`config.mk`:
```
export PLATFORM = sky130hd
export DESIGN_NAME = key_auto_repeat_qualifier_unit
export DESIGN_NICKNAME = d
export VERILOG_FILES = /design/src/hw/rtl/karq_pkg.sv /design/src/hw/rtl/karq_regs.sv /design/src/hw/rtl/karq_core.sv /design/src/hw/rtl/key_auto_repeat_qualifier_unit.sv
export SDC_FILE = /design/constraint.sdc
export NUM_CORES = 1
export LEC_CHECK = 0
export ABC_AREA = 1
export BUFFER_PORTS_ARGS = -buffer_cell sky130_fd_sc_hd__clkbuf_2
export CORE_UTILIZATION = 45
export DETAILED_ROUTE_END_ITERATION = 10
export GPL_TIMING_DRIVEN = 0
export PLACE_DENSITY = 0.78
export SLEW_MARGIN = 20
export SYNTH_ARGS = -nofsm -noshare
export SYNTH_HDL_FRONTEND = slang
export SYNTH_SLANG_ARGS = --single-unit
```
`constraint.sdc`:
```
create_clock -name aclk -period 4.5 [get_ports aclk]
set_clock_uncertainty 0.05 [all_clocks]
set_input_delay 0.45 -clock aclk [delete_from_list [all_inputs] [get_ports aclk]]
set_output_delay 0.45 -clock aclk [all_outputs]
set_load 0.03 [all_outputs]
```
`src/hw/rtl/karq_pkg.sv`:
```
package karq_pkg;

    localparam int unsigned DELAY_W = 10;
    localparam int unsigned CODE_W  = 4;
    localparam int unsigned APB_AW  = 3;
    localparam int unsigned APB_DW  = 32;

    localparam logic [DELAY_W-1:0] INITIAL_DELAY_RST = 10'd150;
    localparam logic [DELAY_W-1:0] REPEAT_DELAY_RST  = 10'd20;

    typedef enum logic {
        REG_INITIAL_DELAY = 1'b0,
        REG_REPEAT_DELAY  = 1'b1
    } reg_idx_t;

    typedef struct packed {
        logic [DELAY_W-1:0] initial_delay;
        logic [DELAY_W-1:0] repeat_delay;
    } karq_cfg_t;

endpackage

```
`src/hw/rtl/karq_regs.sv`:
```
module karq_regs
    import karq_pkg::*;
(
    input  logic                 aclk,
    input  logic                 aresetn,
    input  logic                 psel,
    input  logic                 penable,
    input  logic                 pwrite,
    input  logic [APB_AW-1:0]    paddr,
    input  logic [APB_DW-1:0]    pwdata,
    output logic [APB_DW-1:0]    prdata,
    output logic                 pready,
    output karq_cfg_t            cfg
);

    logic [DELAY_W-1:0] initial_delay_reg, initial_delay_next;
    logic [DELAY_W-1:0] repeat_delay_reg, repeat_delay_next;
    logic               wr_en;
    reg_idx_t           idx;

    assign pready = 1'b1;
    assign wr_en  = psel && penable && pwrite;
    assign idx    = reg_idx_t'(paddr[2]);

    always_comb begin
        initial_delay_next = initial_delay_reg;
        repeat_delay_next  = repeat_delay_reg;
        if (wr_en) begin
            unique case (idx)
                REG_INITIAL_DELAY: initial_delay_next = pwdata[DELAY_W-1:0];
                REG_REPEAT_DELAY:  repeat_delay_next  = pwdata[DELAY_W-1:0];
                default: ;
            endcase
        end
    end

    always_comb begin
        unique case (idx)
            REG_INITIAL_DELAY: prdata = {{(APB_DW-DELAY_W){1'b0}}, initial_delay_reg};
            REG_REPEAT_DELAY:  prdata = {{(APB_DW-DELAY_W){1'b0}}, repeat_delay_reg};
            default:           prdata = '0;
        endcase
    end

    always_ff @(posedge aclk) begin
        if (!aresetn) begin
            initial_delay_reg <= INITIAL_DELAY_RST;
            repeat_delay_reg  <= REPEAT_DELAY_RST;
        end else begin
            initial_delay_reg <= initial_delay_next;
            repeat_delay_reg  <= repeat_delay_next;
        end
    end

    assign cfg.initial_delay = initial_delay_reg;
    assign cfg.repeat_delay  = repeat_delay_reg;

endmodule

```
`src/hw/rtl/karq_core.sv`:
```
module karq_core
    import karq_pkg::*;
(
    input  logic                 aclk,
    input  logic                 aresetn,
    input  karq_cfg_t            cfg,
    input  logic                 s_valid,
    output logic                 s_ready,
    input  logic                 s_key_down,
    input  logic [CODE_W-1:0]    s_key_code,
    output logic                 m_valid,
    input  logic                 m_ready,
    output logic [CODE_W-1:0]    m_key_out
);

    logic                arming_reg, arming_next;
    logic                held_valid_reg, held_valid_next;
    logic [CODE_W-1:0]   held_code_reg, held_code_next;
    logic [DELAY_W-1:0]  countdown_reg, countdown_next;
    logic                rpt_valid_reg, rpt_valid_next;
    logic [CODE_W-1:0]   rpt_code_reg, rpt_code_next;
    logic                out_valid_reg, out_valid_next;
    logic [CODE_W-1:0]   out_code_reg, out_code_next;
    logic                accept;
    logic                emit;

    // output slot is free when empty or being drained this cycle
    assign s_ready = !out_valid_reg || m_ready;
    assign accept  = s_valid && s_ready;

    always_comb begin
        arming_next     = arming_reg;
        held_valid_next = held_valid_reg;
        held_code_next  = held_code_reg;
        countdown_next  = countdown_reg;
        rpt_valid_next  = rpt_valid_reg;
        rpt_code_next   = rpt_code_reg;
        emit            = 1'b0;
        if (accept) begin
            if (!s_key_down) begin
                held_valid_next = 1'b0;
                rpt_valid_next  = 1'b0;
                arming_next     = 1'b0;
            end else if (arming_reg) begin
                held_valid_next = 1'b1;
                held_code_next  = s_key_code;
                countdown_next  = (rpt_valid_reg && rpt_code_reg == s_key_code)
                                  ? cfg.repeat_delay : cfg.initial_delay;
                arming_next     = 1'b0;
            end else if (held_valid_reg && held_code_reg == s_key_code) begin
                if (countdown_reg <= DELAY_W'(1)) begin
                    countdown_next = '0;
                    rpt_valid_next = 1'b1;
                    rpt_code_next  = s_key_code;
                    arming_next    = 1'b1;
                    emit           = 1'b1;
                end else begin
                    countdown_next = countdown_reg - DELAY_W'(1);
                end
            end else begin
                // different key, or no key held: emitted at once
                arming_next = 1'b1;
                emit        = 1'b1;
            end
        end
    end

    always_comb begin
        out_valid_next = out_valid_reg && !m_ready;
        out_code_next  = out_code_reg;
        if (emit) begin
            out_valid_next = 1'b1;
            out_code_next  = s_key_code;
        end
    end

    always_ff @(posedge aclk) begin
        if (!aresetn) begin
            arming_reg     <= 1'b1;
            held_valid_reg <= 1'b0;
            held_code_reg  <= '0;
            countdown_reg  <= '0;
            rpt_valid_reg  <= 1'b0;
            rpt_code_reg   <= '0;
            out_valid_reg  <= 1'b0;
        end else begin
            arming_reg     <= arming_next;
            held_valid_reg <= held_valid_next;
            held_code_reg  <= held_code_next;
            countdown_reg  <= countdown_next;
            rpt_valid_reg  <= rpt_valid_next;
            rpt_code_reg   <= rpt_code_next;
            out_valid_reg  <= out_valid_next;
        end
    end

    always_ff @(posedge aclk) begin
        out_code_reg <= out_code_next;
    end

    assign m_valid   = out_valid_reg;
    assign m_key_out = out_code_reg;

endmodule

```
`src/hw/rtl/key_auto_repeat_qualifier_unit.sv`:
```
// Typematic auto-repeat for a scanned keypad. Each request is one scan sample
// (s_key_down, s_key_code); a key event appears on m_key_out when a new key is
// pressed or a held key has counted down initial_delay (first) or repeat_delay
// (later) matching samples. The sample right after an event only arms the
// tracker. One sample is taken each cycle; an event shows up in the cycle after
// its sample from the output register, and s_ready drops only while that
// register holds an event that the sink has not taken. Delays are written
// over the APB port: initial_delay at 0x0, repeat_delay at 0x4 (10 bits each).
module key_auto_repeat_qualifier_unit
    import karq_pkg::*;
(
    input  logic                 aclk,
    input  logic                 aresetn,
    input  logic                 psel,
    input  logic                 penable,
    input  logic                 pwrite,
    input  logic [APB_AW-1:0]    paddr,
    input  logic [APB_DW-1:0]    pwdata,
    output logic [APB_DW-1:0]    prdata,
    output logic                 pready,
    input  logic                 s_valid,
    output logic                 s_ready,
    input  logic                 s_key_down,
    input  logic [CODE_W-1:0]    s_key_code,
    output logic                 m_valid,
    input  logic                 m_ready,
    output logic [CODE_W-1:0]    m_key_out
);

    karq_cfg_t cfg;

    karq_regs u_regs (
        .aclk    (aclk),
        .aresetn (aresetn),
        .psel    (psel),
        .penable (penable),
        .pwrite  (pwrite),
        .paddr   (paddr),
        .pwdata  (pwdata),
        .prdata  (prdata),
        .pready  (pready),
        .cfg     (cfg)
    );

    karq_core u_core (
        .aclk       (aclk),
        .aresetn    (aresetn),
        .cfg        (cfg),
        .s_valid    (s_valid),
        .s_ready    (s_ready),
        .s_key_down (s_key_down),
        .s_key_code (s_key_code),
        .m_valid    (m_valid),
        .m_ready    (m_ready),
        .m_key_out  (m_key_out)
    );

endmodule

```
==> results of run 1 <==
[final cells by class]
cell class	count	area [um2]
clock inverter	1	8.76
buffer	33	229
sequential	46	961
fill	560	2500
timing repair buffer	38	190
multi-input combinational	301	1380
clock buffer	7	86.3
tap	72	90.1
inverter	53	199
[worst register-to-register path: stages, from the launching register on]
cell     delay, ps
dfxtp_1        330
inv_1          170
ha_1           260
o21ai_1         90
nor2_2         150
nand2_1         90
nand2_1         80
nand2_1        100
inv_1          160
[layout by cell type, fill, tap and decap left out]
master,instances
buf_4,23
nand2_1,98
nor2_2,3
nand3_4,2
nor2_4,4
ha_1,2
clkbuf_8,6
nand4_1,7
nand2_2,4
xor2_1,2
conb_1,23
xnor2_1,1
dfxtp_1,42
edfxtp_1,4
clkinv_1,3
buf_6,2
o21ai_0,37
nand3_1,23
nand2_4,1
nor2_1,70
clkbuf_1,5
and2_1,1
buf_1,1
inv_1,44
o21ai_1,1
inv_2,6
a21oi_2,1
nand3_2,1
a21oi_1,20
inv_6,1
buf_2,3
clkbuf_2,38
[metal layers]
| metal | track usage, % | part of all wire (%) | vias up |
|---|---|---|---|
| met5 | 0 | 0 | - |
| met4 | 6.55 | 1.1 | 0 |
| met3 | 3.68 | 5.5 | 7 |
| met2 | 35.2 | 47 | 81 |
| met1 | 26.2 | 46 | 1136 |
| li1 | - | - | 1373 |
[worst max path at each step]
stage | from | endpoint | slack [ps]
final | paddr[2] | prdata[9] | 2590
after CTS | paddr[2] | prdata[9] | 2630
after global routing | paddr[2] | prdata[9] | 2510
after global placement | paddr[2] | prdata[9] | 2650
after floorplan | paddr[2] | prdata[0] | 2690
after detailed placement | paddr[2] | prdata[9] | 2630
[per-stage QoR]
stage	util (%)	setup WS (ps)	area (um2)	std cells	hold slack, ps
2_1_floorplan	-	2690	2770	433	376
3_5_place_dp	54.0	2630	3050	543	409
5_1_grt	55.7	2510	3140	551	318
6_report	55.7	2590	3140	551	322
4_1_cts	55.7	2630	3140	551	313
3_3_place_gp	54.0	2650	3050	543	394
[power by group]
part           internal, mW  leakage, nW  switching (mW)
clock network         0.127       0.0489           0.145
registers             0.431        0.379          0.0131
logic                0.0707         1.21           0.143
[cell families (layout without fill, tap and decap cells)]
group / count (synthesis) / after routing / share of synthesized area (%)
simple gates: 214 / 214 / 35.0
other cells: 2 / 23 / 0.279
fa+ha+maj: 2 / 2 / 0.931
flops: 46 / 46 / 35.8
buf+inv: 86 / 132 / 15.9
compound gates: 59 / 59 / 11.1
xor+xnor: 3 / 3 / 0.978
==> reports/metrics.yaml, run 1 <==
timing.slew.headroom_pct: 63.8
critPathLaunchType: "input pin"
drv_cap: 0
min_path_cells: 3
avgViaCountPerCell: 4.71
reg2reg_depth: 8
ctsResizeCount: 0
yosysWarnings: 0
cts-root-buf: "clkbuf_8"
core-area_um2: 5640
crit_family: "buffers and inverters"
drt_iter0_drc: 224
clk_pin_slew_ps: 90
leakagePower_nw: 1.64
nNetsFinal: 527
cp_data_arrival_time_ps: 1410
firstDrtPassIters: 4
portBuffers: 38
netlist_instances: 412
fin_crit_sh_pct: 42.5
die_h_um: 79.3
slowest_delay_ps: 390
r2r_setup_slack_ps: 2730
total_power_mw: 0.931
wl_mm: 6.02
peakVddDrop_uv: 208
whs_endpoint: "u_regs.repeat_delay_reg[4]"
path_cells: "clkbuf_2 -> buf_1 -> nand2_1 -> o21ai_0 -> clkbuf_2"
via_count: 2597
rsz0062_at_grt: "false"
synth_edf_count: 4
place.gp.congestion: 0.888
synthTopCellsByArea: "dfxtp_1, nand2_1, nor2_1"
wl_per_cell_um: 10.9
tns_ps: 0
die-width_um: 79.3
syn2layout_area_growth_pct: 16.9
ios: 86
clock-sinks: 46
groute.usage.overall_pct: 20.6
worst-path-buf-inv: 3
drv_slew: 0
crit_path_frequent_cell: "clkbuf_2"
synth_top_cell_by_area: "dfxtp_1"
r2r-start: "u_core.countdown_reg[0]"
min_from: "pwdata[4]"
post-route-drc-count: 0
dieArea_um2: 6290
cts-hold-fix-buffers: 0
max_freq_ghz: 0.523
grt_pass1_vias: 2325
final_antenna_net_count: 0
finalSetupViolCount: 0
status: "complete, no violations"
dpl.hpwl_mm: 4.57
yosys-top-cells-count: "nand2_1, nor2_1, inv_1"
synth_seq_cells: 46
grt_overflow: 0
worstMarginPinSlew_ps: 541
syn_area_um2: 2690
hp-class: "in2reg"
grt_pass1_wl_mm: 10.2
drive_gt1_share_pct: 19.8
antenna_cells: 0
end_kind: "primary output"
insertion_delay_ps: 300
synth.most_common_cell: "nand2_1"
cts_tree: "built"
path_depth: 5
post-cts-setup-buffers: 0
synthFlopType: "dfxtp_1"
min_period_ps: 1910
cts_buffer_depth: 2
p_per_area_nw_per_um2: 296
critPathMaxFanout: 10
crit_type: "in2out"
row_count: 27
synth-async-reset-ratio_pct: 0
hold_violations: 0
antenna_found_initial: 0
grt_max_degree: 15
worstPathRequired_ps: 4000
cpMaxStageDelayCell: "buf_1"
worstReg2RegEnd: "u_core.m_key_out[0]"
start_util_pct: 47.6
numCtsBuffers: 5
synth_top_area_share_pct: 31.3
seq_area_frac_synth_pct: 35.8
avgSynthCellArea_um2: 6.52
ctsHtreeMaxLevel: 2
ys_types: 29
Power figures use the tool's default switching activity.
==> inputs of run 2 (changes only) <==
--- a/config.mk
+++ b/config.mk
@@ -10,7 +10,7 @@
 export CORE_UTILIZATION = 45
 export DETAILED_ROUTE_END_ITERATION = 10
 export GPL_TIMING_DRIVEN = 0
-export PLACE_DENSITY = 0.78
+export PLACE_DENSITY = 0.81
 export SLEW_MARGIN = 20
 export SYNTH_ARGS = -nofsm -noshare
 export SYNTH_HDL_FRONTEND = slang
==> constraint.sdc (replaced) <==
create_clock -name aclk -period 1.6 [get_ports aclk]
set_clock_uncertainty 0.05 [all_clocks]
set_input_delay 0.16 -clock aclk [delete_from_list [all_inputs] [get_ports aclk]]
set_output_delay 0.16 -clock aclk [all_outputs]
set_load 0.03 [all_outputs]
==> run 2 against run 1 <==
- global-route usage is 0.90 points higher
- clock power grew to 3.4 times the previous value
- via count is 3.8% higher
- highest routed layer unchanged
- design area is 2.9% higher
- core utilization is 1.6 points higher
- non-clock buffer count is 3 higher
- count of clock-buffer cells in the layout stayed put
- setup slack worse by 2500 ps
- wire length is 6.1% higher
- register-to-register slack worse by 2600 ps
- sequential power grew to 2.8 times the previous value
- first-iteration DRC count is 12% lower
==> reports/metrics.yaml, run 2 (synthesized netlist as in run 1, its figures left out) <==
grt_pass1_vias: 2377  # +2.2%
cts-root-buf: "clkbuf_8"
drv_cap: 0  # unchanged
whs_endpoint: "u_regs.repeat_delay_reg[6]"
hp-class: "in2reg"
peakVddDrop_uv: 627  # +200%
end_kind: "register"
final_antenna_net_count: 0  # unchanged
grt_max_degree: 15  # unchanged
die-width_um: 79.3  # unchanged
crit_type: "reg2reg"
swShare_pct: 31.0  # -1.4 points
min_path_cells: 3  # unchanged
clock-sinks: 46  # unchanged
layout_common_cells: "nand2_1, nor2_1, inv_1, dfxtp_1, clkbuf_2"
finalHoldWorstSlack_ps: 43.6  # -278 ps
antenna_cells: 0  # unchanged
wl_per_cell_um: 11.5  # +5.4%
pwr-share-comb_pct: 22.8  # -0.2 points
min_period_ps: 1520
antenna_found_initial: 0  # unchanged
avgViaCountPerCell: 4.86  # +3.1%
clk_pin_slew_ps: 90  # about the same
slowest_delay_ps: 360  # -30 ps
ios: 86  # unchanged
crit_path_frequent_cell: "nor2_1"
status: "complete, no violations"
critPathLaunchType: "register"
post-route-drc-count: 0  # unchanged
grt_pass1_wl_mm: 10.7  # +4.9%
dpl.hpwl_mm: 4.65  # +1.7%
final_area_um2: 3230  # +2.9%
grt_overflow: 0  # unchanged
worstPathRequired_ps: 1790  # -2210 ps
nFillCells: 539  # -3.8%
insertion_delay_ps: 300  # about the same
cts-hold-fix-buffers: 0  # unchanged
worst-path-buf-inv: 1  # -2
wl_mm: 6.38  # +6.1%
place.gp.congestion: 0.889  # +0.12%
critPathMaxFanout: 5  # -5
cts_tree: "built"
cts_buffer_depth: 2  # unchanged
path_cells: "inv_2 -> ha_1 -> o21ai_2 -> nor2_4 -> nor2_2 -> nand2_1 -> nand3_1 -> nor2_1 -> nor2_1"
internal_power_mw: 1.94  # +210%
cpMaxStageDelayCell: "dfxtp_1"
core-area_um2: 5640  # unchanged
groute.usage.overall_pct: 21.5  # +0.90 points
die_h_um: 79.3  # unchanged
row_count: 27  # unchanged
crit_family: "simple AND/OR/NAND/NOR gates"
r2r_setup_slack_ps: 80  # -2650 ps
p_sw_mw: 0.871  # +190%
worstReg2RegEnd: "u_core.countdown_reg[2]"
p_seq_share_pct: 44.6  # -3.1 points
start_util_pct: 47.6  # unchanged
syn2layout_area_growth_pct: 20.3
cp_data_arrival_time_ps: 1710  # +300 ps
hold_violations: 0  # unchanged
numCtsBuffers: 5  # unchanged
nNetsFinal: 531  # +0.76%
drv_slew: 0  # unchanged
max_freq_ghz: 0.659
fin_util_pct: 57.3  # +1.6 points
drt_iter0_drc: 197  # -12%
p_per_area_nw_per_um2: 868  # +190%
min_from: "pwdata[6]"
r2r-start: "u_core.countdown_reg[1]"
via_count: 2696  # +3.8%
finalSetupViolCount: 0  # unchanged
total_power_mw: 2.81  # +200%
leakagePower_nw: 1.67  # +1.9%
power_frac_clock_pct: 32.5  # +3.2 points
ctsHtreeMaxLevel: 2  # unchanged
place_area_um2: 3050  # unchanged
reg2reg_depth: 9  # +1
portBuffers: 38  # unchanged
layout_commonest_cell: "nand2_1"
firstDrtPassIters: 5  # +1
dieArea_um2: 6290  # unchanged
fin_crit_sh_pct: 94.9
drive_gt1_share_pct: 22.4  # +2.5 points
## run 2: cell count changes in the layout (fill, tap and decap cells not counted), sizes merged
cell    delta
bufinv     +1
nor2       +1
buf        +3
inv        -1
## run 2: layout make-up
cell class / count / area (um2) / share of cell area, %
Buffer: 33 / 229 / 7.08
Clock buffer: 7 / 86.3 / 2.67
Clock inverter: 1 / 30.0 / 0.928
Inverter: 53 / 201 / 6.23
Multi-Input combinational cell: 302 / 1420 / 44.0
Sequential cell: 46 / 962 / 29.7
Tap cell: 72 / 90.1 / 2.79
Timing Repair Buffer: 41 / 213 / 6.58
## run 2: timing repair
action | CTS | global route
resized for setup | 6 | 8
gates cloned | 0 | 1
pin swaps | 1 | 5
endpoints found under the setup margin | 18 | 13
setup buffers | 0 | 3
## run 2: per-stage QoR
step / TNS [ps] / std cells / setup WS (ps)
final: 0 / 555 / 82.1
after global routing: -12.1 / 555 / -12.1
after CTS: 0 / 551 / 15.1
after detailed placement: -1730 / 543 / -174
after global placement: -1140 / 543 / -147
after floorplan: 0 / 433 / 45.1
## run 2: tightest hold or removal path: cells and delay by family
kind	cells	cell delay, ps
AND/OR/NAND/NOR	2	120
buffers and inverters	1	90
## run 2: worst max-delay path by stage
stage	from	endpoint	slack, ps	cells after the start
CTS	u_core.countdown_reg[0]	u_core.m_key_out[2]	20	8
global placement	u_core.countdown_reg[0]	u_core.m_key_out[0]	-150	8
finish	u_core.countdown_reg[1]	u_core.countdown_reg[2]	80	9
global route	u_core.countdown_reg[1]	u_core.countdown_reg[2]	-10	9
detailed placement	u_core.countdown_reg[0]	u_core.m_key_out[2]	-170	8
floorplan	u_core.m_valid	u_core.held_code_reg[2]	50	7
## run 2: per-layer routing
metal  wire [um]  track usage [%]
met4         111             6.73
met3         272             3.68
met1        2840             26.3
met2        3160             38.1
met5           0                0
## run 2: power groups by stage
| stage | logic [mW] | registers (mW) | clock network (mW) |
|---|---|---|---|
| finish | 0.642 | 1.25 | 0.913 |
| global route | 0.708 | 1.26 | 0.970 |
| detailed placement | 0.599 | 1.27 | 0 |
| global placement | 0.585 | 1.27 | 0 |
| CTS | 0.613 | 1.25 | 0.921 |
| floorplan | 0.459 | 1.27 | 0 |
==> inputs of run 3 (changes only) <==
--- a/config.mk
+++ b/config.mk
@@ -5,7 +5,6 @@
 export SDC_FILE = /design/constraint.sdc
 export NUM_CORES = 1
 export LEC_CHECK = 0
-export ABC_AREA = 1
 export BUFFER_PORTS_ARGS = -buffer_cell sky130_fd_sc_hd__clkbuf_2
 export CORE_UTILIZATION = 45
 export DETAILED_ROUTE_END_ITERATION = 10
==> run 3 against run 2 <==
- the run now ends with setup timing left
- clock power decreased by 4.8%
- count of clock-buffer cells in the layout decreased by 1
- synthesized area decreased by 2.7%
- highest routed layer unchanged
- synthesized cell count decreased by 23%
- critical path type unchanged
- wire length increased by 4.2%
==> reports/metrics.yaml, run 3 <==
fin_cells: 467  # -16%
groute.usage.overall_pct: 22.8  # +1.3 points
end_kind: "register"
leakagePower_nw: 1.47  # -12%
grt_overflow: 0  # unchanged
r2r-start: "u_core.countdown_reg[5]"
synthTopCellsByArea: "dfxtp_1, nand2_1, buf_4"
grt_max_degree: 15  # unchanged
crit_family: "simple AND/OR/NAND/NOR gates"
synthFlopType: "dfxtp_1"
drt_iter0_drc: 134  # -32%
yosys-top-cells-count: "nand2_1, dfxtp_1, buf_4"
finalSetupViolCount: 21  # +21
wl_per_cell_um: 14.2  # +24%
grt_pass1_wl_mm: 11.0  # +2.9%
swShare_pct: 29.9  # -1.2 points
syn2layout_area_growth_pct: 26.1
grt_pass1_vias: 2378  # +0.042%
final_antenna_net_count: 0  # unchanged
drv_slew: 0  # unchanged
final_area_um2: 3300  # +2.0%
cts_tree: "built"
min_period_ps: 2190  # +674 ps
dieArea_um2: 6120  # -2.6%
worstPathRequired_ps: 1740  # -50 ps
p_sw_mw: 0.849  # -2.6%
drv_cap: 0  # unchanged
min_path_cells: 3  # unchanged
clk_pin_slew_ps: 90  # about the same
synth_seq_cells: 46  # unchanged
peakVddDrop_uv: 721  # +15%
drive_gt1_share_pct: 31.9  # +9.5 points
layout_commonest_cell: "nand2_1"
nFillCells: 486  # -9.8%
p_seq_share_pct: 43.6  # -1.0 points
max_freq_ghz: 0.456  # -31%
synth-async-reset-ratio_pct: 0  # unchanged
power_frac_clock_pct: 30.6  # -1.9 points
synth_top_area_share_pct: 32.1  # +0.85 points
ios: 86  # unchanged
antenna_cells: 0  # unchanged
clock-sinks: 46  # unchanged
grt_busiest_layer: "met2"
tns_ps: -9270  # -9270 ps
crit_type: "reg2reg"
wl_mm: 6.65  # +4.2%
place_area_um2: 2990  # -1.9%
place.gp.congestion: 0.899  # +1.1%
cts-hold-fix-buffers: 0  # unchanged
pwr-share-comb_pct: 25.8  # +3.0 points
place_inst: 449  # -17%
avgViaCountPerCell: 5.30  # +9.1%
avgSynthCellArea_um2: 8.23  # +26%
netlist_instances: 318  # -23%
cp_data_arrival_time_ps: 2340  # +630 ps
syn_area_um2: 2620  # -2.7%
internal_power_mw: 1.99  # +2.9%
insertion_delay_ps: 300  # about the same
layout_common_cells: "nand2_1, clkbuf_2, dfxtp_1"
hold_violations: 0  # unchanged
critPathLaunchType: "register"
timing.slew.headroom_pct: 53.4
worstMarginPinSlew_ps: 696
reg2reg_depth: 4  # -5
crit_path_frequent_cell: "or4_4"
die-width_um: 78.3  # -1.3%
min_from: "pwdata[2]"
p_per_area_nw_per_um2: 861  # -0.78%
row_count: 27  # unchanged
numCtsBuffers: 5  # unchanged
met2_usage_pct: 37.2  # -0.91 points
antenna_found_initial: 0  # unchanged
critPathMaxFanout: 4  # -1
path_cells: "or4_4 -> or4_4 -> or4_4 -> mux2i_1"
nNetsFinal: 443  # -17%
seq_area_frac_synth_pct: 36.7  # +0.97 points
yosysWarnings: 0  # unchanged
cpMaxStageDelayCell: "or4_4"
worstReg2RegEnd: "u_core.rpt_code_reg[0]"
ys_types: 45  # +55%
cts-root-buf: "clkbuf_8"
ctsHtreeMaxLevel: 2  # unchanged
start_util_pct: 47.2  # -0.42 points
fin_crit_sh_pct: 137  # +42 points
die_h_um: 78.3  # -1.3%
portBuffers: 38  # unchanged
core-area_um2: 5540  # -1.8%
worst-path-buf-inv: 0  # -1
firstDrtPassIters: 4  # -1
synth_edf_count: 4  # unchanged
status: "finished with violations"
synth_top_cell_by_area: "dfxtp_1"
violations: "setup timing"
dpl.hpwl_mm: 4.61  # -0.99%
slowest_delay_ps: 590  # +230 ps
worst_slack_ps: -592  # -674 ps
grt_util_met3_pct: 6.86  # +3.2 points
synth.most_common_cell: "nand2_1"
finalHoldWorstSlack_ps: 34.5  # -9.16 ps
cts_buffer_depth: 2  # unchanged
r2r_setup_slack_ps: -590  # -670 ps
post-route-drc-count: 0  # unchanged
via_count: 2475  # -8.2%
whs_endpoint: "u_regs.initial_delay_reg[2]"
use_met1_pct: 27.0  # +0.70 points
hp-class: "in2reg"
rsz0062_at_grt: "true"
## run 3: changes by cell type after synthesis, sizes merged, moves of 10 or more
cell	change
a21boi	+16
a21oi	-11
clkbuf	+12
inv	-43
mux2	+10
nand2	-36
nand3	-14
nor2	-66
o21ai	-26
## run 3: power groups by stage
| stage | clock network [mW] | registers [mW] | logic, mW |
|---|---|---|---|
| after floorplan | 0 | 1.25 | 0.450 |
| after global routing | 0.927 | 1.25 | 0.790 |
| after detailed placement | 0 | 1.26 | 0.584 |
| final | 0.869 | 1.24 | 0.733 |
| after CTS | 0.870 | 1.24 | 0.697 |
| after global placement | 0 | 1.25 | 0.575 |
## run 3: what timing repair did
item                                    CTS  global route
endpoints found under the setup margin   25            25
buffers inserted                         11             4
pin swaps                                10             6
resized for setup                        29            15
## run 3: final cells by class
class	count	area [um2]	share of cell area, %
sequential	46	973	29.5
inverter	7	30.0	0.910
buffer	39	246	7.47
tap	72	90.1	2.73
clock buffer	6	72.6	2.20
multi-input combinational	242	1530	46.4
timing repair buffer	53	318	9.63
clock inverter	2	37.5	1.14
## run 3: worst max-delay path by stage
stage                                  from                      end  slack, ps  cells past startpoint
finish              u_core.countdown_reg[5]   u_core.rpt_code_reg[0]       -590                      4
global route        u_core.countdown_reg[7]   u_core.rpt_code_reg[0]       -630                      4
CTS                 u_core.countdown_reg[7]   u_core.rpt_code_reg[0]       -680                      5
detailed placement  u_core.countdown_reg[5]  u_core.countdown_reg[3]       -840                      7
global placement    u_core.countdown_reg[5]  u_core.countdown_reg[3]       -830                      7
floorplan           u_core.countdown_reg[7]   u_core.rpt_code_reg[0]       -600                      6
## run 3: tightest hold or removal path, cell delays in order
cell and delay [ps]:
clkbuf_2 90, nand2_1 40, nand3_1 70
## run 3: per-stage QoR
stage / setup slack [ps] / total power, mW / utilization [%]
2_1_floorplan: -603 / 1.70 / -
3_3_place_gp: -833 / 1.83 / 54.0
3_5_place_dp: -838 / 1.84 / 54.0
4_1_cts: -683 / 2.80 / 58.6
5_1_grt: -632 / 2.96 / 59.6
6_report: -592 / 2.84 / 59.6
## run 3: layer usage
layer  vias up  part of all wire [%]  wire (um)
li1       1215                     -          -
met2       115                    46       3080
met4         0                   3.0        201
met5         -                     0          0
met3        22                   8.0        535
met1      1123                    43       2840
## run 3: logic make-up (layout without fill, tap and decap cells)
group / Yosys count / in the layout / share of synthesized area (%)
other: 2 / 23 / 0.287
adder cells (fa/ha/maj): 2 / 2 / 0.956
buffers and inverters: 51 / 107 / 11.0
AO/OA/AOI/OAI: 69 / 69 / 19.3
flip-flops: 46 / 46 / 36.7
XOR/XNOR: 8 / 8 / 2.68
multiplexers: 19 / 19 / 7.75
AND/OR/NAND/NOR: 121 / 121 / 21.4
